--- config.mk ---
export PLATFORM = sky130hd
export DESIGN_NAME = csv_field_tokenizer
export DESIGN_NICKNAME = d
export VERILOG_FILES = /design/src/rtl/core/cft_pkg.sv /design/src/rtl/core/cft_datapath.sv /design/src/rtl/core/cft_ctrl.sv /design/src/rtl/core/csv_field_tokenizer.sv
export SDC_FILE = /design/constraint.sdc
export NUM_CORES = 1
export LEC_CHECK = 0
export ABC_AREA = 1
export BUFFER_PORTS_ARGS = -buffer_cell sky130_fd_sc_hd__buf_4
export CORE_ASPECT_RATIO = 0.7
export CORE_MARGIN = 2
export CORE_UTILIZATION = 59
export DETAILED_ROUTE_END_ITERATION = 8
export PLACE_DENSITY = 0.8
export SETUP_SLACK_MARGIN = 0.15
export SLEW_MARGIN = 20
export SYNTH_ARGS = -nofsm -noshare
export SYNTH_HDL_FRONTEND = slang
export SYNTH_SLANG_ARGS = --single-unit
--- constraint.sdc ---
create_clock -name clk -period 2.45 [get_ports clk]
set_clock_uncertainty 0.15 [all_clocks]
set_input_delay 0.3675 -clock clk [delete_from_list [all_inputs] [get_ports clk]]
set_output_delay 0.3675 -clock clk [all_outputs]
set_load 0.01 [all_outputs]
--- src/rtl/core/cft_pkg.sv ---
// Shared types and constants for the CSV field tokenizer.
package cft_pkg;

  // Text bytes with a fixed meaning
  localparam logic [7:0] CH_QUOTE = 8'h22;
  localparam logic [7:0] CH_LF    = 8'h0A;
  localparam logic [7:0] CH_CR    = 8'h0D;
  localparam logic [7:0] CH_TAB   = 8'h09;
  localparam logic [7:0] CH_SPACE = 8'h20;
  localparam logic [7:0] CH_NUL   = 8'h00;

  // Result kinds
  localparam logic [1:0] KIND_DATA  = 2'd0;
  localparam logic [1:0] KIND_FIELD = 2'd1;
  localparam logic [1:0] KIND_ROW   = 2'd2;

  // Quote tracking codes
  localparam logic [1:0] QS_OUT   = 2'd0;
  localparam logic [1:0] QS_IN    = 2'd1;
  localparam logic [1:0] QS_QUOTE = 2'd2;

  // Configuration register indexes
  localparam logic CFG_DELIM   = 1'b0;
  localparam logic CFG_COMMENT = 1'b1;

  // Which result of the current item goes out
  typedef enum logic [2:0] {
    SEG_SPACE = 3'd0,
    SEG_BYTE  = 3'd1,
    SEG_EFA   = 3'd2,
    SEG_EFB   = 3'd3,
    SEG_ROW   = 3'd4
  } seg_t;

  // Results still owed for one item, in output order
  typedef struct packed {
    logic flush;
    logic byte_en;
    logic efa;
    logic efb;
  } plan_t;

  typedef struct packed {
    plan_t nx;          // plan of the item offered on the input
    plan_t cur;         // plan of the item being emitted
    logic  flush_last;  // last pending whitespace byte is selected
    logic  out_free;    // output register can take a result
  } status_t;

  typedef struct packed {
    logic load;
    logic emit;
    logic last;
    seg_t seg;
  } cmd_t;

endpackage

--- src/rtl/core/cft_datapath.sv ---
// Tokenizer datapath: parse state, pending whitespace store, plan and output register.
module cft_datapath #(
  parameter int PENDING_DEPTH = 16
) (
  input  logic             clk,
  input  logic             rst,
  input  logic [7:0]       in_byte,
  input  logic             in_end,
  input  logic             cfg_valid,
  input  logic             cfg_index,
  input  logic [7:0]       cfg_data,
  input  cft_pkg::cmd_t    cmd,
  output cft_pkg::status_t st,
  output logic             m_tvalid,
  input  logic             m_tready,
  output logic [15:0]      m_tdata,  // byte_value[7:0], was_quoted[8], whitespace_overflow[9]
  output logic [1:0]       m_tuser,  // kind[1:0]
  output logic             m_tlast
);
  import cft_pkg::*;

  localparam int IW = (PENDING_DEPTH > 1) ? $clog2(PENDING_DEPTH) : 1;
  localparam int CW = $clog2(PENDING_DEPTH + 1);
  localparam logic [IW-1:0] LAST_IDX = IW'(PENDING_DEPTH - 1);
  localparam logic [CW-1:0] DEPTH_C  = CW'(PENDING_DEPTH);

  // configuration
  logic [7:0] delimiter;
  logic [7:0] comment_char;

  // parse state
  logic [1:0]    quote_state, quote_state_next;
  logic          raw_nonempty, raw_nonempty_next;
  logic          field_quoted, field_quoted_next;
  logic          has_content, has_content_next;
  logic          row_started, row_started_next;
  logic          first_field, first_field_next;
  logic          comment_row, comment_row_next;
  logic [CW-1:0] space_count, space_count_next;
  logic          overflow, overflow_next;

  // pending whitespace store: 1 marks a tab
  logic          space_mem [PENDING_DEPTH];
  logic          space_rd;
  logic [IW-1:0] fidx, fidx_next;

  // plan of the item in flight
  plan_t         plan, plan_next;
  logic [CW-1:0] flush_n;
  logic [7:0]    byte_val;
  logic          efa_q, efa_ov, efb_q, efb_ov;
  logic          efb_q_next, efb_ov_next;

  logic          mem_we;

  always_comb begin
    logic outside, a_push, push_en, is_q, blank, hold, store, ovf, emit_b;
    logic flush_do, open_q, is_delim, is_nl, b_push, efa_ev, row_nl, eot_row;
    logic rs1, fq1, ov1, cr1, fhc1, rfn1, supp;
    logic [1:0] qs1;
    logic [CW-1:0] cnt1;

    is_q    = (in_byte == CH_QUOTE);
    outside = 1'b1;
    a_push  = 1'b0;
    qs1     = QS_OUT;
    unique case (quote_state)
      QS_QUOTE: begin
        if (is_q) begin
          a_push  = 1'b1;
          qs1     = QS_IN;
          outside = 1'b0;
        end
      end
      QS_IN: begin
        outside = 1'b0;
        if (is_q) qs1 = QS_QUOTE;
        else begin
          a_push = 1'b1;
          qs1    = QS_IN;
        end
      end
      default: qs1 = QS_OUT;
    endcase

    open_q   = outside && is_q && !raw_nonempty;
    is_delim = outside && !open_q && (in_byte == delimiter);
    is_nl    = outside && !open_q && !is_delim && (in_byte == CH_LF || in_byte == CH_CR);
    b_push   = outside && !open_q && !is_delim && !is_nl;
    push_en  = a_push || b_push;

    // leading and trailing blank handling for unquoted fields
    blank    = (in_byte == CH_SPACE) || (in_byte == CH_TAB);
    hold     = push_en && !field_quoted && blank;
    store    = hold && has_content && (space_count < DEPTH_C);
    ovf      = hold && has_content && !(space_count < DEPTH_C);
    emit_b   = push_en && !hold;
    flush_do = emit_b && !field_quoted && has_content && (space_count != '0);

    rfn1 = raw_nonempty || push_en;
    rs1  = row_started || push_en || open_q || is_delim;
    fhc1 = has_content || emit_b;
    fq1  = field_quoted || open_q;
    ov1  = overflow || ovf;
    cr1  = comment_row || (emit_b && !has_content && first_field &&
                           comment_char != CH_NUL && in_byte == comment_char);
    if (store) cnt1 = space_count + CW'(1);
    else if (emit_b && !field_quoted && has_content) cnt1 = '0;
    else cnt1 = space_count;
    if (open_q) qs1 = QS_IN;

    efa_ev  = is_delim;
    row_nl  = is_nl && row_started;
    eot_row = in_end && (row_nl ? 1'b0 : rs1);
    supp    = cr1;

    mem_we = cmd.load && store;

    plan_next.flush   = flush_do && !supp;
    plan_next.byte_en = emit_b && !supp;
    plan_next.efa     = efa_ev && !supp;
    plan_next.efb     = (row_nl || eot_row) && !supp;
    efb_q_next  = efa_ev ? 1'b0 : fq1;
    efb_ov_next = efa_ev ? 1'b0 : ov1;

    quote_state_next  = qs1;
    raw_nonempty_next = rfn1;
    field_quoted_next = fq1;
    has_content_next  = fhc1;
    row_started_next  = rs1;
    first_field_next  = first_field;
    comment_row_next  = cr1;
    space_count_next  = cnt1;
    overflow_next     = ov1;
    if (in_end) begin
      quote_state_next  = QS_OUT;
      raw_nonempty_next = 1'b0;
      field_quoted_next = 1'b0;
      has_content_next  = 1'b0;
      row_started_next  = 1'b0;
      first_field_next  = 1'b1;
      comment_row_next  = 1'b0;
      space_count_next  = '0;
      overflow_next     = 1'b0;
    end else if (row_nl || efa_ev) begin
      raw_nonempty_next = 1'b0;
      field_quoted_next = 1'b0;
      has_content_next  = 1'b0;
      space_count_next  = '0;
      overflow_next     = 1'b0;
      row_started_next  = efa_ev;
      first_field_next  = row_nl;
      comment_row_next  = row_nl ? 1'b0 : cr1;
    end
  end

  always_comb begin
    if (cmd.load) fidx_next = '0;
    else if (cmd.emit && cmd.seg == SEG_SPACE && fidx != LAST_IDX) fidx_next = fidx + IW'(1);
    else fidx_next = fidx;
  end

  always_ff @(posedge clk) begin
    if (mem_we) space_mem[space_count[IW-1:0]] <= (in_byte == CH_TAB);
    space_rd <= space_mem[fidx_next];
    fidx     <= fidx_next;
  end

  always_ff @(posedge clk) begin
    if (rst) begin
      delimiter    <= 8'd44;
      comment_char <= CH_NUL;
    end else if (cfg_valid) begin
      if (cfg_index == CFG_DELIM) delimiter <= cfg_data;
      else comment_char <= cfg_data;
    end
  end

  always_ff @(posedge clk) begin
    if (rst) begin
      quote_state  <= QS_OUT;
      raw_nonempty <= 1'b0;
      field_quoted <= 1'b0;
      has_content  <= 1'b0;
      row_started  <= 1'b0;
      first_field  <= 1'b1;
      comment_row  <= 1'b0;
      space_count  <= '0;
      overflow     <= 1'b0;
      plan         <= '0;
    end else if (cmd.load) begin
      quote_state  <= quote_state_next;
      raw_nonempty <= raw_nonempty_next;
      field_quoted <= field_quoted_next;
      has_content  <= has_content_next;
      row_started  <= row_started_next;
      first_field  <= first_field_next;
      comment_row  <= comment_row_next;
      space_count  <= space_count_next;
      overflow     <= overflow_next;
      plan         <= plan_next;
    end
  end

  // payload of the plan; field flags for a delimiter come from the pre-item state
  always_ff @(posedge clk) begin
    if (cmd.load) begin
      flush_n  <= space_count;
      byte_val <= in_byte;
      efa_q    <= field_quoted;
      efa_ov   <= overflow;
      efb_q    <= efb_q_next;
      efb_ov   <= efb_ov_next;
    end
  end

  // output register
  always_ff @(posedge clk) begin
    if (rst) m_tvalid <= 1'b0;
    else if (cmd.emit) m_tvalid <= 1'b1;
    else if (m_tready) m_tvalid <= 1'b0;
  end

  always_ff @(posedge clk) begin
    if (cmd.emit) begin
      m_tlast <= cmd.last;
      case (cmd.seg)
        SEG_SPACE: begin
          m_tuser <= KIND_DATA;
          m_tdata <= {8'd0, space_rd ? CH_TAB : CH_SPACE};
        end
        SEG_BYTE: begin
          m_tuser <= KIND_DATA;
          m_tdata <= {8'd0, byte_val};
        end
        SEG_EFA: begin
          m_tuser <= KIND_FIELD;
          m_tdata <= {6'd0, efa_ov, efa_q, 8'd0};
        end
        SEG_EFB: begin
          m_tuser <= KIND_FIELD;
          m_tdata <= {6'd0, efb_ov, efb_q, 8'd0};
        end
        default: begin
          m_tuser <= KIND_ROW;
          m_tdata <= 16'd0;
        end
      endcase
    end
  end

  assign st.nx         = plan_next;
  assign st.cur        = plan;
  assign st.flush_last = ((CW'(fidx) + CW'(1)) == flush_n);
  assign st.out_free   = !m_tvalid || m_tready;

endmodule

--- src/rtl/core/cft_ctrl.sv ---
// Tokenizer controller: steps through the results owed for one accepted byte.
module cft_ctrl (
  input  logic             clk,
  input  logic             rst,
  input  logic             s_tvalid,
  output logic             s_tready,
  input  cft_pkg::status_t st,
  output cft_pkg::cmd_t    cmd
);
  import cft_pkg::*;

  typedef enum logic [5:0] {
    S_IDLE  = 6'b000001,
    S_SPACE = 6'b000010,
    S_BYTE  = 6'b000100,
    S_EFA   = 6'b001000,
    S_EFB   = 6'b010000,
    S_ROW   = 6'b100000
  } state_t;

  state_t state, state_next;

  function automatic state_t first_seg(plan_t f);
    if (f.flush) return S_SPACE;
    else if (f.byte_en) return S_BYTE;
    else if (f.efa) return S_EFA;
    else if (f.efb) return S_EFB;
    else return S_IDLE;
  endfunction

  always_comb begin
    plan_t rest;
    rest       = st.cur;
    state_next = state;
    cmd        = '0;
    s_tready   = 1'b0;
    unique case (state)
      S_IDLE: begin
        s_tready = 1'b1;
        if (s_tvalid) begin
          cmd.load   = 1'b1;
          state_next = first_seg(st.nx);
        end
      end
      S_SPACE: begin
        cmd.seg = SEG_SPACE;
        if (st.out_free) begin
          cmd.emit   = 1'b1;
          rest.flush = 1'b0;
          if (st.flush_last) state_next = first_seg(rest);
        end
      end
      S_BYTE: begin
        cmd.seg = SEG_BYTE;
        if (st.out_free) begin
          cmd.emit     = 1'b1;
          rest.flush   = 1'b0;
          rest.byte_en = 1'b0;
          state_next   = first_seg(rest);
        end
      end
      S_EFA: begin
        cmd.seg = SEG_EFA;
        if (st.out_free) begin
          cmd.emit     = 1'b1;
          rest.flush   = 1'b0;
          rest.byte_en = 1'b0;
          rest.efa     = 1'b0;
          state_next   = first_seg(rest);
        end
      end
      S_EFB: begin
        cmd.seg = SEG_EFB;
        if (st.out_free) begin
          cmd.emit   = 1'b1;
          state_next = S_ROW;
        end
      end
      S_ROW: begin
        cmd.seg = SEG_ROW;
        if (st.out_free) begin
          cmd.emit   = 1'b1;
          state_next = S_IDLE;
        end
      end
      default: state_next = S_IDLE;
    endcase
    cmd.last = cmd.emit && (state_next == S_IDLE);
  end

  always_ff @(posedge clk) begin
    if (rst) state <= S_IDLE;
    else state <= state_next;
  end

`ifndef SYNTHESIS
  a_emit_free: assert property (@(posedge clk) disable iff (rst)
    cmd.emit |-> st.out_free) else $error("result issued into a full output register");
  a_space_planned: assert property (@(posedge clk) disable iff (rst)
    (state == S_SPACE) |-> st.cur.flush) else $error("whitespace flush without a plan");
  a_row_planned: assert property (@(posedge clk) disable iff (rst)
    (state == S_EFB) |-> st.cur.efb) else $error("row end without a plan");
  a_last_idle: assert property (@(posedge clk) disable iff (rst)
    (cmd.emit && cmd.last) |=> (state == S_IDLE)) else $error("last result but still busy");
`endif

endmodule

--- src/rtl/core/csv_field_tokenizer.sv ---
// Top level of the CSV field tokenizer.
// Order: an accepted byte's plan is registered first; its results then enter the output register in turn.
// Throughput: a new byte is taken only in the idle state, after every result (0 to 19) of the last one;
//   the output register sends at most one result per cycle, fewer while m_tready holds it, and each pending
//   blank flushed from the whitespace store is sent as a result of its own.
// Reset (rst, synchronous): parse state cleared, delimiter 44, comment byte 0;
//   the whitespace store is not cleared.
module csv_field_tokenizer #(
  parameter int PENDING_DEPTH = 16
) (
  input  logic        clk,
  input  logic        rst,
  input  logic        s_tvalid,
  output logic        s_tready,
  input  logic [7:0]  s_tdata,   // data_byte[7:0]
  input  logic        s_tlast,   // end_of_text
  output logic        m_tvalid,
  input  logic        m_tready,
  output logic [15:0] m_tdata,   // byte_value[7:0], was_quoted[8], whitespace_overflow[9]
  output logic [1:0]  m_tuser,   // kind[1:0]
  output logic        m_tlast,   // last
  input  logic        cfg_valid,
  output logic        cfg_ready,
  input  logic        cfg_index,
  input  logic [7:0]  cfg_data
);
  import cft_pkg::*;

  status_t st;
  cmd_t    cmd;

  assign cfg_ready = 1'b1;

  cft_ctrl u_ctrl (
    .clk      (clk),
    .rst      (rst),
    .s_tvalid (s_tvalid),
    .s_tready (s_tready),
    .st       (st),
    .cmd      (cmd)
  );

  cft_datapath #(
    .PENDING_DEPTH (PENDING_DEPTH)
  ) u_datapath (
    .clk       (clk),
    .rst       (rst),
    .in_byte   (s_tdata),
    .in_end    (s_tlast),
    .cfg_valid (cfg_valid && cfg_ready),
    .cfg_index (cfg_index),
    .cfg_data  (cfg_data),
    .cmd       (cmd),
    .st        (st),
    .m_tvalid  (m_tvalid),
    .m_tready  (m_tready),
    .m_tdata   (m_tdata),
    .m_tuser   (m_tuser),
    .m_tlast   (m_tlast)
  );

endmodule

==> qor.yml <==
grt_pass1_vias: 3672
dieWidth_um: 110
routedWlPerCell_um: 14.6
yosysUniqueCellTypes: 41
instances_no_fill: 740
post-route-period-util_pct: 88.4
cp-end-kind: "register"
required_ps: 2340
final.setup.worst_slack_ps: 284
dp_cells: 721
port_buffers: 37
worstPathArrival_ps: 2050
synth-edff-count: 46
power_frac_comb_pct: 11.3
die_area_um2: 8640
clkPwrFrac_pct: 40.6
ant_nets: 0
synthAdderAreaFrac_pct: 1.34
numCtsBuffers: 9
switching_power_mw: 0.848
rsz0062_at_grt: "yes"
cts_buffer_depth: 2
vias: 4047
critPathKind: "reg -> reg"
tightest_slew_ps: 761
mostFrequentLayoutCells: "nand2_1, inv_1, nor2_1"
crit_path_cell_trace: "inv_1 -> nor2_1 -> inv_1 -> nand2_1 -> o21ai_1 -> nand2_2 -> nand3_4 -> nor3_4 -> buf_4 -> nand2_4 -> nor2_1"
pre_cts_ws_ps: -16.5
fill_cells: 605
routabilityCongestion: 0.915
async_reset_ff_share_pct: 0
hold_viol: 0
cp_slowest_stage_delay_ps: 340
die_h_um: 78.4
first_pass_iters: 5
drt-vias-per-instance: 5.47
maxCapViolCount: 0
synth_simple_gate_area_share_pct: 28.1
place_hpwl_um: 7950
power_leakage_nw: 2.44
clk_latency_ps: 330
grt-ovfl-total: 0
setup_violations: 0
area_growth_pct: 17.6
yosys_warnings: 0
ios: 45
cts.sinks: 91
syn_area_per_cell_um2: 8.06
max_freq_ghz: 0.462
clk_pin_slew_ps: 60
first_iter_violations: 464
drive_above_1_share_pct: 17.8
wl_um: 10800
synth_seq_cells: 91
grt_max_degree: 25
synth_xor_area_share_pct: 2.07
internal_power_mw: 2.71
hp-class: "in -> reg"
coreArea_um2: 7770
synth_area_um2: 4660
synth_top_family_by_area: "simple AND/OR/NAND/NOR gates"
period_needed_ps: 2170
cts_tree: "done"
seqPwrFrac_pct: 48.1
critPathBufInv: 3
start_util_pct: 60.0
path_max_fanout: 5
synthCells: 578
cts_root_buf: "clkbuf_16"
slew_viol_final: 0
nNetsFinal: 662
synth.area.mux_share_pct: 0
tns_ps: 0
ir_drop_mv: 0.509
utilization_pct: 70.5
cts.htree.levels: 3
switching_share_pct: 23.9
grt_util_all_layers_pct: 26.4
synthFlopType: "edfxtp_1"
seq_area_frac_synth_pct: 49.0
powerDensity_nw_per_um2: 649
p_total_mw: 3.56
antenna_found_initial: 0
num_antenna_cells: 0
grt_pass1_wl_um: 17500
layout_commonest_cell: "nand2_1"
outcome: "finished clean"
relSlewSlack_pct: 49.2
synth_compound_area_share_pct: 9.88
rows: 27
worstSetupStartpointType: "register"
crit_family: "simple AND/OR/NAND/NOR gates"
cp_slowest_cell: "dfxtp_1"
drc: 0
==> repair_timing <==
item                                    4_1_cts  5_1_grt
hold buffers                                  0        0
buffers inserted                              0        3
gates resized for setup                       1        8
pin swaps                                     0        2
endpoints found under the setup margin        1        5
==> flip-flops by register name, indices dropped and copies added, names as in the netlist, 2 cells and up <==
| signal | flops |
|---|---|
| u_datapath.byte_val | 8 |
| u_datapath.comment_char | 8 |
| u_datapath.st | 3 |
| u_datapath.space_count | 5 |
| u_datapath.fidx | 4 |
| u_datapath.m_tuser | 2 |
| u_datapath.delimiter | 8 |
| u_datapath.quote_state | 2 |
| u_datapath.flush_n | 5 |
| u_datapath.space_mem | 16 |
| u_datapath.m_tdata | 10 |
| u_ctrl.state | 6 |
==> logic make-up after synthesis <==
logic type                 Yosys count
xor gates and xnor gates            11
other                                2
buffers and inverters              109
AOI/OAI and AO/OA                   83
DFF                                 91
adders and majority gates            5
and+or+nand+nor                    277
==> cell usage after synthesis (2+ instances only) <==
cell      count  share of area [%]
a32o_1        2               0.43
a21oi_2       2               0.38
nand3_1      37                4.0
a31oi_1       2               0.27
nor2_4        4               0.97
ha_1          5                1.3
inv_1        86                6.9
clkbuf_1      5               0.40
a21oi_1      32                3.4
nand2_2       6               0.81
or2_2         4               0.54
xnor2_1       5               0.94
o21ai_0      33                3.5
nand3_2       3               0.64
buf_4         8                1.3
nor2_2        4               0.54
inv_2         8               0.64
nand3b_1      2               0.32
edfxtp_1     46                 30
a22oi_1       2               0.32
buf_2         2               0.21
nand2_1     111                8.9
nor3_1       12                1.3
conb_1        2               0.16
dfxtp_1      45                 19
o22ai_1       4               0.54
nor2_1       71                5.7
xor2_1        6                1.1
nand4_1      17                2.3
==> final timing paths <==
| path | start | end | slack [ps] | cells after the start |
|---|---|---|---|---|
| max | u_datapath.quote_state[0]$_SDFFE_PP0P_ | u_datapath.space_mem[3]$_DFFE_PP_ | 280 | 11 |
| max reg2reg | u_datapath.quote_state[0]$_SDFFE_PP0P_ | u_datapath.space_mem[3]$_DFFE_PP_ | 280 | 11 |
| min reg2reg | u_datapath.first_field$_SDFFE_PP1P_ | u_datapath.first_field$_SDFFE_PP1P_ | 310 | 2 |
| min | cfg_data[2] | u_datapath.delimiter[2]$_SDFFE_PP1P_ | 100 | 3 |
==> layer usage <==
metal	GRT usage (%)	vias to the layer above	wire length (um)
li1	-	1993	-
met1	39.2	1850	5060
met2	39.0	187	4740
met3	5.90	17	889
met4	7.25	0	113
met5	0	-	0
==> power by group through the flow <==
stage          Combinational (mW)  Clock, mW  Sequential, mW
2_1_floorplan               0.250          0            1.73
3_3_place_gp                0.375          0            1.74
3_5_place_dp                0.387          0            1.74
4_1_cts                     0.391       1.47            1.71
5_1_grt                     0.444       1.52            1.72
6_report                    0.401       1.44            1.71
==> area by class of cell <==
cell class | count | area [um2] | share of cell area [%]
flip-flops and latches | 91 | 2280 | 41.7
repair buffers | 55 | 413 | 7.54
multi-input cells | 383 | 1990 | 36.3
clock buffers | 9 | 225 | 4.11
clock inverters | 7 | 90.1 | 1.64
inverters | 94 | 353 | 6.44
well taps | 101 | 126 | 2.31
==> tightest hold or removal path, delay by kind of cell <==
| kind | cells | cell delay [ps] |
|---|---|---|
| simple gates | 2 | 100 |
| buf+inv | 1 | 80 |
==> stage by stage <==
step	area, um2	hold slack [ps]
2_1_floorplan	4680	269
3_3_place_gp	5110	293
3_5_place_dp	5110	301
4_1_cts	5420	87.5
5_1_grt	5480	89.5
6_report	5480	100
Note: power is estimated with default switching activity, not from simulation.
